**src/rtl/clock_buffer_cache_controller_defines.svh**
```systemverilog
// Assertion macros for the clock buffer cache controller
`ifndef CLOCK_BUFFER_CACHE_CONTROLLER_DEFINES_SVH
`define CLOCK_BUFFER_CACHE_CONTROLLER_DEFINES_SVH
`ifndef ASSERT_OFF
`define CBC_ASSERT_IMP(label, clk, rst, ante, cons) \
  label: assert property (@(posedge clk) disable iff (rst) (ante) |-> (cons)) \
    else $error("assertion failed");
`define CBC_ASSERT_NEXT(label, clk, rst, ante, cons) \
  label: assert property (@(posedge clk) disable iff (rst) (ante) |=> (cons)) \
    else $error("assertion failed");
`else
`define CBC_ASSERT_IMP(label, clk, rst, ante, cons)
`define CBC_ASSERT_NEXT(label, clk, rst, ante, cons)
`endif
`endif

```
**src/rtl/cbc_pkg.sv**
```systemverilog
// ----------------------------------------------------------------------------
// cbc_pkg
// Shared types and codes of the clock buffer cache controller.
// ----------------------------------------------------------------------------
package cbc_pkg;

  localparam int SLOTS = 64;

  localparam logic [1:0] MODE_ACQUIRE = 2'd0;
  localparam logic [1:0] MODE_RELEASE = 2'd1;
  localparam logic [1:0] MODE_FLUSH   = 2'd2;

  localparam logic [2:0] ST_HIT         = 3'd0;
  localparam logic [2:0] ST_MISS        = 3'd1;
  localparam logic [2:0] ST_ALL_PINNED  = 3'd2;
  localparam logic [2:0] ST_SLOT_PINNED = 3'd3;
  localparam logic [2:0] ST_RELEASED    = 3'd4;
  localparam logic [2:0] ST_FLUSH_WRITE = 3'd5;
  localparam logic [2:0] ST_FLUSH_NONE  = 3'd6;
  localparam logic [2:0] ST_BAD_RELEASE = 3'd7;

  localparam int FLUSH_CAP = 64;

  // Commands from the controller to the datapath
  typedef struct packed {
    logic latch;      // capture the request
    logic scan_clr;   // reset scan index
    logic scan_step;  // advance scan index
    logic sweep_step; // clear ref mark at pointer, advance pointer
    logic do_hit;     // pin the matching slot
    logic do_miss;    // install at pointer
    logic do_release; // release the requested slot
    logic do_flush;   // clear dirty at scan index
    logic tag_rd;     // read tag at the chosen address
  } cbc_cmd_t;

  // Status from the datapath to the controller
  typedef struct packed {
    logic [1:0] mode;
    logic       any_free;
    logic       scan_match;   // valid entry at scan index holds the sector
    logic       scan_flush;   // scan index valid, dirty, unpinned
    logic       scan_end;     // scan index is the last slot
    logic       scan_pinned;
    logic       ptr_busy;     // pointer slot referenced or pinned
    logic       rel_ok;
    logic       flush_more;   // a flushable slot lies beyond the scan index
  } cbc_stat_t;

endpackage

```
**src/rtl/cbc_controller.sv**
```systemverilog
// ----------------------------------------------------------------------------
// cbc_controller
// Sequencer for acquire, release and flush; builds the result transactions.
// ----------------------------------------------------------------------------
`include "clock_buffer_cache_controller_defines.svh"
module cbc_controller (
  input  logic               clk,
  input  logic               rst,
  input  logic               in_valid,
  output logic               in_ready,
  input  logic [1:0]         in_mode,
  output cbc_pkg::cbc_cmd_t  cmd,
  input  cbc_pkg::cbc_stat_t stat,
  input  logic [5:0]         scan_slot,
  input  logic [5:0]         ptr_slot,
  input  logic [5:0]         req_slot,
  input  logic [31:0]        tag_q,
  input  logic               ptr_valid,
  input  logic               ptr_dirty,
  output logic               out_valid,
  input  logic               out_ready,
  output logic [2:0]         o_status,
  output logic [5:0]         o_slot,
  output logic               o_vvalid,
  output logic [31:0]        o_vsector,
  output logic               o_vdirty,
  output logic               o_last
);
  typedef enum logic [8:0] {
    S_IDLE   = 9'b000000001,
    S_DECODE = 9'b000000010,
    S_LOOKW  = 9'b000000100,
    S_LOOK   = 9'b000001000,
    S_SWEEP  = 9'b000010000,
    S_FLUSHW = 9'b000100000,
    S_FLUSH  = 9'b001000000,
    S_FTAG   = 9'b010000000,
    S_OUT    = 9'b100000000
  } state_t;

  state_t state, state_next;
  logic   fin;        // request ends after this result
  logic   pending;    // flush result waiting for tag
  logic   any_sent;
  logic   miss_pend;
  logic [2:0]  r_status;
  logic [5:0]  r_slot;
  logic        r_vvalid, r_vdirty;
  logic [6:0]  nsent;

  assign in_ready = (state == S_IDLE);

  always_comb begin
    cmd = '0;
    state_next = state;
    unique case (state)
      S_IDLE: begin
        if (in_valid) begin
          cmd.latch = 1'b1;
          cmd.scan_clr = 1'b1;
          state_next = (in_mode == cbc_pkg::MODE_ACQUIRE || in_mode == cbc_pkg::MODE_RELEASE
                        || in_mode == cbc_pkg::MODE_FLUSH) ? S_DECODE : S_IDLE;
        end
      end
      S_DECODE: begin
        unique case (stat.mode)
          cbc_pkg::MODE_ACQUIRE: state_next = stat.any_free ? S_LOOKW : S_OUT;
          cbc_pkg::MODE_RELEASE: begin
            cmd.do_release = stat.rel_ok;
            state_next = S_OUT;
          end
          default: state_next = S_FLUSHW;
        endcase
      end
      S_LOOKW: state_next = S_LOOK;
      S_LOOK: begin
        if (stat.scan_match) begin
          cmd.do_hit = !stat.scan_pinned;
          state_next = S_OUT;
        end else if (stat.scan_end) begin
          state_next = S_SWEEP;
        end else begin
          cmd.scan_step = 1'b1;
          state_next = S_LOOKW;
        end
      end
      S_SWEEP: begin
        if (stat.ptr_busy) begin
          cmd.sweep_step = 1'b1;
        end else begin
          cmd.tag_rd = 1'b1;
          state_next = S_FTAG;
        end
      end
      S_FLUSHW: state_next = S_FLUSH;
      S_FLUSH: begin
        if (stat.scan_flush && nsent < 7'(cbc_pkg::FLUSH_CAP)) begin
          cmd.tag_rd = 1'b1;
          cmd.do_flush = 1'b1;
          state_next = S_FTAG;
        end else if (stat.scan_end) begin
          state_next = any_sent ? S_IDLE : S_OUT;
        end else begin
          cmd.scan_step = 1'b1;
          state_next = S_FLUSHW;
        end
      end
      S_FTAG: begin
        cmd.do_miss = miss_pend;
        state_next = S_OUT;
      end
      S_OUT: begin
        if (out_valid && out_ready) begin
          if (fin) begin
            state_next = S_IDLE;
          end else begin
            cmd.scan_step = 1'b1;
            state_next = S_FLUSHW;
          end
        end
      end
      default: state_next = S_IDLE;
    endcase
  end

  // Result registers: build on entry to S_OUT
  always_ff @(posedge clk) begin
    if (rst) begin
      state     <= S_IDLE;
      out_valid <= 1'b0;
      any_sent  <= 1'b0;
      miss_pend <= 1'b0;
      pending   <= 1'b0;
      nsent     <= '0;
      fin       <= 1'b0;
    end else begin
      state <= state_next;
      if (state == S_IDLE) begin
        any_sent <= 1'b0;
        nsent    <= '0;
      end
      if (out_valid && out_ready) begin
        out_valid <= 1'b0;
      end
      if (state == S_DECODE) begin
        r_vvalid <= 1'b0;
        r_vdirty <= 1'b0;
        if (stat.mode == cbc_pkg::MODE_ACQUIRE) begin
          r_status <= cbc_pkg::ST_ALL_PINNED;
          r_slot <= '0;
          fin <= 1'b1;
          out_valid <= !stat.any_free;
          o_vsector <= '0;
        end else if (stat.mode == cbc_pkg::MODE_RELEASE) begin
          r_status <= stat.rel_ok ? cbc_pkg::ST_RELEASED : cbc_pkg::ST_BAD_RELEASE;
          r_slot <= req_slot;
          fin <= 1'b1;
          out_valid <= 1'b1;
          o_vsector <= '0;
        end
      end
      if (state == S_LOOK && stat.scan_match) begin
        r_status  <= stat.scan_pinned ? cbc_pkg::ST_SLOT_PINNED : cbc_pkg::ST_HIT;
        r_slot    <= scan_slot;
        out_valid <= 1'b1;
        o_vsector <= '0;
      end
      if (state == S_SWEEP && !stat.ptr_busy) begin
        miss_pend <= 1'b1;
        pending   <= 1'b0;
        r_status  <= cbc_pkg::ST_MISS;
        r_slot    <= ptr_slot;
        r_vvalid  <= ptr_valid;
        r_vdirty  <= ptr_valid && ptr_dirty;
      end
      if (state == S_FLUSH) begin
        if (stat.scan_flush && nsent < 7'(cbc_pkg::FLUSH_CAP)) begin
          pending  <= 1'b1;
          r_status <= cbc_pkg::ST_FLUSH_WRITE;
          r_slot   <= scan_slot;
          r_vvalid <= 1'b1;
          r_vdirty <= 1'b1;
          any_sent <= 1'b1;
          nsent    <= nsent + 7'd1;
        end else if (stat.scan_end && !any_sent) begin
          r_status  <= cbc_pkg::ST_FLUSH_NONE;
          r_slot    <= '0;
          r_vvalid  <= 1'b0;
          r_vdirty  <= 1'b0;
          o_vsector <= '0;
          fin       <= 1'b1;
          out_valid <= 1'b1;
        end
      end
      if (state == S_FTAG) begin
        miss_pend <= 1'b0;
        pending   <= 1'b0;
        o_vsector <= r_vvalid ? tag_q : '0;
        out_valid <= 1'b1;
        fin       <= miss_pend || !stat.flush_more || (nsent == 7'(cbc_pkg::FLUSH_CAP)) ||
                     !pending;
      end
    end
  end

  // Last mark: set on the final result of a request; on a flush write, when no later write follows
  assign o_status = r_status;
  assign o_slot   = r_slot;
  assign o_vvalid = r_vvalid;
  assign o_vdirty = r_vdirty;
  assign o_last   = fin;

  `CBC_ASSERT_IMP(a_out_in_state, clk, rst, out_valid, state == S_OUT)
  `CBC_ASSERT_IMP(a_ready_idle, clk, rst, in_ready, !out_valid)
  `CBC_ASSERT_NEXT(a_hold, clk, rst, out_valid && !out_ready, out_valid && $stable(o_status))
endmodule
```
**config.mk**
```make
export PLATFORM = sky130hd
export DESIGN_NAME = cbc_controller
export DESIGN_NICKNAME = d
export VERILOG_FILES = /design/src/rtl/cbc_pkg.sv /design/src/rtl/cbc_controller.sv
export VERILOG_INCLUDE_DIRS = /design/src /design/src/rtl
export SDC_FILE = /design/constraint.sdc
export NUM_CORES = 1
export LEC_CHECK = 0
export ABC_AREA = 1
export BUFFER_PORTS_ARGS = -buffer_cell sky130_fd_sc_hd__buf_2
export CORE_MARGIN = 2
export CORE_UTILIZATION = 52
export CTS_BUF_LIST = sky130_fd_sc_hd__clkbuf_4 sky130_fd_sc_hd__clkbuf_8
export CTS_CLUSTER_SIZE = 10
export DETAILED_ROUTE_END_ITERATION = 10
export GPL_ROUTABILITY_DRIVEN = 0
export PLACE_DENSITY = 0.82
export SLEW_MARGIN = 10
export SYNTH_ARGS = -nofsm -noshare
export SYNTH_HDL_FRONTEND = slang
export SYNTH_SLANG_ARGS = --single-unit
```
**constraint.sdc**
```tcl
create_clock -name clk -period 2.5 [get_ports clk]
set_input_delay 0.5 -clock clk [delete_from_list [all_inputs] [get_ports clk]]
set_output_delay 0.5 -clock clk [all_outputs]
set_load 0.01 [all_outputs]
```
==> flow_summary.rst <==
.. list-table::
   :header-rows: 1

   * - Metric
     - Value
   * - Outcome
     - completed
   * - CP endpoint kind
     - output pin
   * - Summed instance area of the synthesized netlist
     - 0.00365 mm2
   * - Peak Freq
     - 434 MHz
   * - Leakage power summed over all cells
     - 2.27 nW
   * - Total negative slack for setup checks
     - 0 ns
   * - Clock slew at the register clock pins of the worst setup and hold paths
     - 0.07 ns
   * - Overall routed net length
     - 9660 um
   * - Worst Tran Pin Value
     - 0.847 ns
   * - Final Total Pwr
     - 2.42 mW
   * - Setup repair after global routing missed its margin
     - false
   * - Count of vias placed by the detailed router
     - 3507
   * - Maximum buffer depth of the clock tree
     - 2
   * - Syn Inst Count
     - 446
   * - Hold violation count in the final report
     - 0
   * - CTS Root Cell
     - clkbuf_8
   * - DRT Pass-1 Iters
     - 5
   * - Synthesized net count
     - 516
   * - Most used flip-flop cell after synthesis
     - edfxtp_1
   * - Post-Syn Area per Cell
     - 8.18 um2
   * - Global-route wire length before repair
     - 14700 um
   * - Number of DRC markers in iteration 0
     - 224
   * - Core utilization of the finished layout
     - 66.6%
   * - Final critical-path share of the clock period
     - 92.2%
   * - Area of placed instances
     - 0.00432 mm2
   * - Effective utilization at floorplan
     - 53.7%
   * - Number of failing setup endpoints in the final timing report
     - 0
   * - Worst path arrival time
     - 1.81 ns
   * - Pin count of the biggest net entering global routing
     - 33
   * - Final critical path time including I/O delays and setup
     - 2.31 ns
   * - Smallest hold slack
     - 0.438 ns
   * - CTS tree
     - done
   * - Startpoint type of the worst setup path
     - flip-flop
   * - Die width
     - 87.8 um
   * - Number of levels the H-tree was split into
     - 3
   * - Overall global routing resource usage
     - 25.0%
   * - Part of the total power dissipated in the clock network
     - 37.0%
   * - WL per Instance
     - 14.4 um
   * - HPWL after DPL
     - 7140 um
   * - Sequential cell area
     - 0.00171 mm2
   * - Crit-path max FO
     - 19
   * - Net count reported at finish
     - 639
   * - Switching part of the total
     - 26.8%
   * - Standard-cell row count
     - 30
   * - DRC violation count after routing
     - 0
   * - Vias in the first global route
     - 3187
   * - Combined area of the multi-input logic cells
     - 0.00154 mm2
   * - Critical path class
     - flip-flop to output pin
   * - Cell internal pwr
     - 1.77 mW
   * - Proportion of layout cells with a drive suffix above 1
     - 31.4%
   * - Antenna diode count
     - 0
   * - Total non-filler cell area in the finished layout
     - 0.00453 mm2
   * - Worst R2R Setup Slack
     - 0.57 ns
   * - Fill cell total of the finished layout
     - 551
   * - Post-route antenna net violation count
     - 0
   * - Sequential-to-total area share from yosys stat
     - 46.9%
   * - Areal power density over the cells
     - 535 mW/mm2
   * - Maximum Capacitance Violations
     - 0
   * - Initial antenna violation count
     - 0
   * - Core region area
     - 0.00679 mm2
   * - Number of clock sinks
     - 64
   * - Peak supply drop
     - 0.351 mV
   * - Area Overhead vs Synth
     - 24.2%
   * - Vertical die dimension
     - 87.8 um
   * - Worst max-slew margin expressed relative to the limit
     - 43.0%
   * - Critical Path RT
     - 2.00 ns
   * - Proportion of synthesized flip-flops having asynchronous set or reset
     - 0%
   * - Overflow left after global routing
     - 0
   * - Combinational share of power
     - 12.9%
   * - EDFF count, synth
     - 43
   * - Die outline area
     - 0.00770 mm2
   * - Via density
     - 5.23
   * - Power share of the sequential group
     - 50.2%
   * - Source-to-sink clock delay at the later pin of the worst-skew pair
     - 0.35 ns
   * - Final Max Tran Viols
     - 0
   * - Worst min-delay path category
     - input pin to flip-flop
   * - Count of input and output buffers
     - 122
   * - Boundary Pins
     - 123
   * - Warnings from Yosys
     - 0
   * - Post-synthesis sequential element count
     - 64
   * - Cts bufs inserted
     - 9
   * - Final worst clock skew
     - 0.00814 ns
   * - Number of library cell types mapped by synthesis
     - 36
   * - P_sw
     - 648 uW
[per-layer routing]
metal | GRT usage, % | vias up | wire length (um)
li1 | - | 1734 | -
met1 | 32.0 | 1585 | 4140
met5 | 0 | - | 0
met3 | 4.24 | 28 | 715
met2 | 41.3 | 160 | 4560
met4 | 11.6 | 0 | 249
[sequential cells by signal (all words and copies together) (netlist names)]
| register | count |
|---|---|
| any_sent | 1 |
| miss_pend | 1 |
| nsent | 7 |
| o_last | 1 |
| o_slot | 6 |
| o_status | 3 |
| o_vdirty | 1 |
| o_vsector | 32 |
| o_vvalid | 1 |
| out_valid | 1 |
| pending | 1 |
| state | 9 |
[through the flow]
stage               cells  setup slack, ns
global placement      653            0.529
floorplan             446            0.487
global route          670           0.0321
CTS                   669            0.109
finish                670            0.194
detailed placement    653            0.463
[critical path: stages (launching register included)]
cell	delay, ns
dfxtp_1	0.37
nor2_4	0.14
nand3_1	0.13
nor2_1	0.29
nand2_4	0.21
nand2_1	0.17
buf_2	0.15
[what timing repair did]
action,CTS,global route
endpoints found under the setup margin,0,2
hold endpoints to repair,0,0
hold buffers,0,0
resized for setup,0,1
setup buffers,0,0
[layout by cell type (no fill, tap or decap), types with 2 or more instances in the layout]
master      synthesis  routed
o21ai_1            25      25
nand4_1             9       9
inv_1              74      73
nand2_4             4       5
nand3_1            46      46
buf_2               2     122
nand2_1            83      83
clkbuf_8            0       9
inv_2               3       4
nor3_1              7       7
nand3b_1            2       2
a21oi_1            21      21
nand3_2             7       8
clkinvlp_4          0       2
nor4_1              2       2
o21ai_0            23      23
o211ai_1            3       3
nor2_2              2       2
nand2_2             5       4
clkinv_2            0       2
edfxtp_1           43      43
nand3_4             2       2
nor2_4              6       6
clkinv_4            0       2
buf_4               3       4
dfxtp_1            21      21
o21bai_1            6       6
ha_1                2       2
nor2_1             26      26
[area by class of cell]
class	count	area share [%]
tap	96	2.65
inverter	78	6.52
multi-input combinational	289	34.1
clock inverter	7	1.60
sequential	64	37.8
timing repair buffer	127	14.6
clock buffer	9	2.74
[cells in the mapped netlist, types with 3 or more instances]
cell type | number | share of area [%]
nand2_4 | 4 | 1.2
buf_4 | 3 | 0.62
a21oi_1 | 21 | 2.9
clkbuf_1 | 5 | 0.51
nand3_2 | 7 | 1.9
nand2_1 | 83 | 8.5
o21ai_1 | 25 | 3.4
nand2_2 | 5 | 0.86
nand3_1 | 46 | 6.3
o21bai_1 | 6 | 1.2
inv_1 | 74 | 7.6
dfxtp_1 | 21 | 12
o211ai_1 | 3 | 0.62
buf_6 | 5 | 1.5
edfxtp_1 | 43 | 35
nor3_1 | 7 | 0.96
nor2_4 | 6 | 1.9
inv_2 | 3 | 0.31
nor2_1 | 26 | 2.7
o21ai_0 | 23 | 3.2
nand4_1 | 9 | 1.5
[power by group through the flow]
stage               Sequential, mW  Combinational, mW  Clock [mW]
finish                        1.21              0.311       0.895
global route                  1.22              0.344       0.944
CTS                           1.21              0.309       0.901
detailed placement            1.24              0.307           0
global placement              1.24              0.301           0
floorplan                     1.26              0.142           0
[final timing paths]
kind	from	endpoint	cells past startpoint
worst max register to register	state[6]	o_slot[5]	8
worst max-delay path	state[0]	cmd[0]	6
worst min register to register	pending	pending	2
worst min-delay path	in_valid	state[1]	3
[kinds of logic after synthesis]
group,after synthesis,share of synthesized area (%)
simple gates,205,29.3
buf+inv,94,11.1
fa+ha+maj,2,0.686
compound gates,81,11.9
flops,64,46.9
Note: power is estimated with default switching activity, not from simulation.
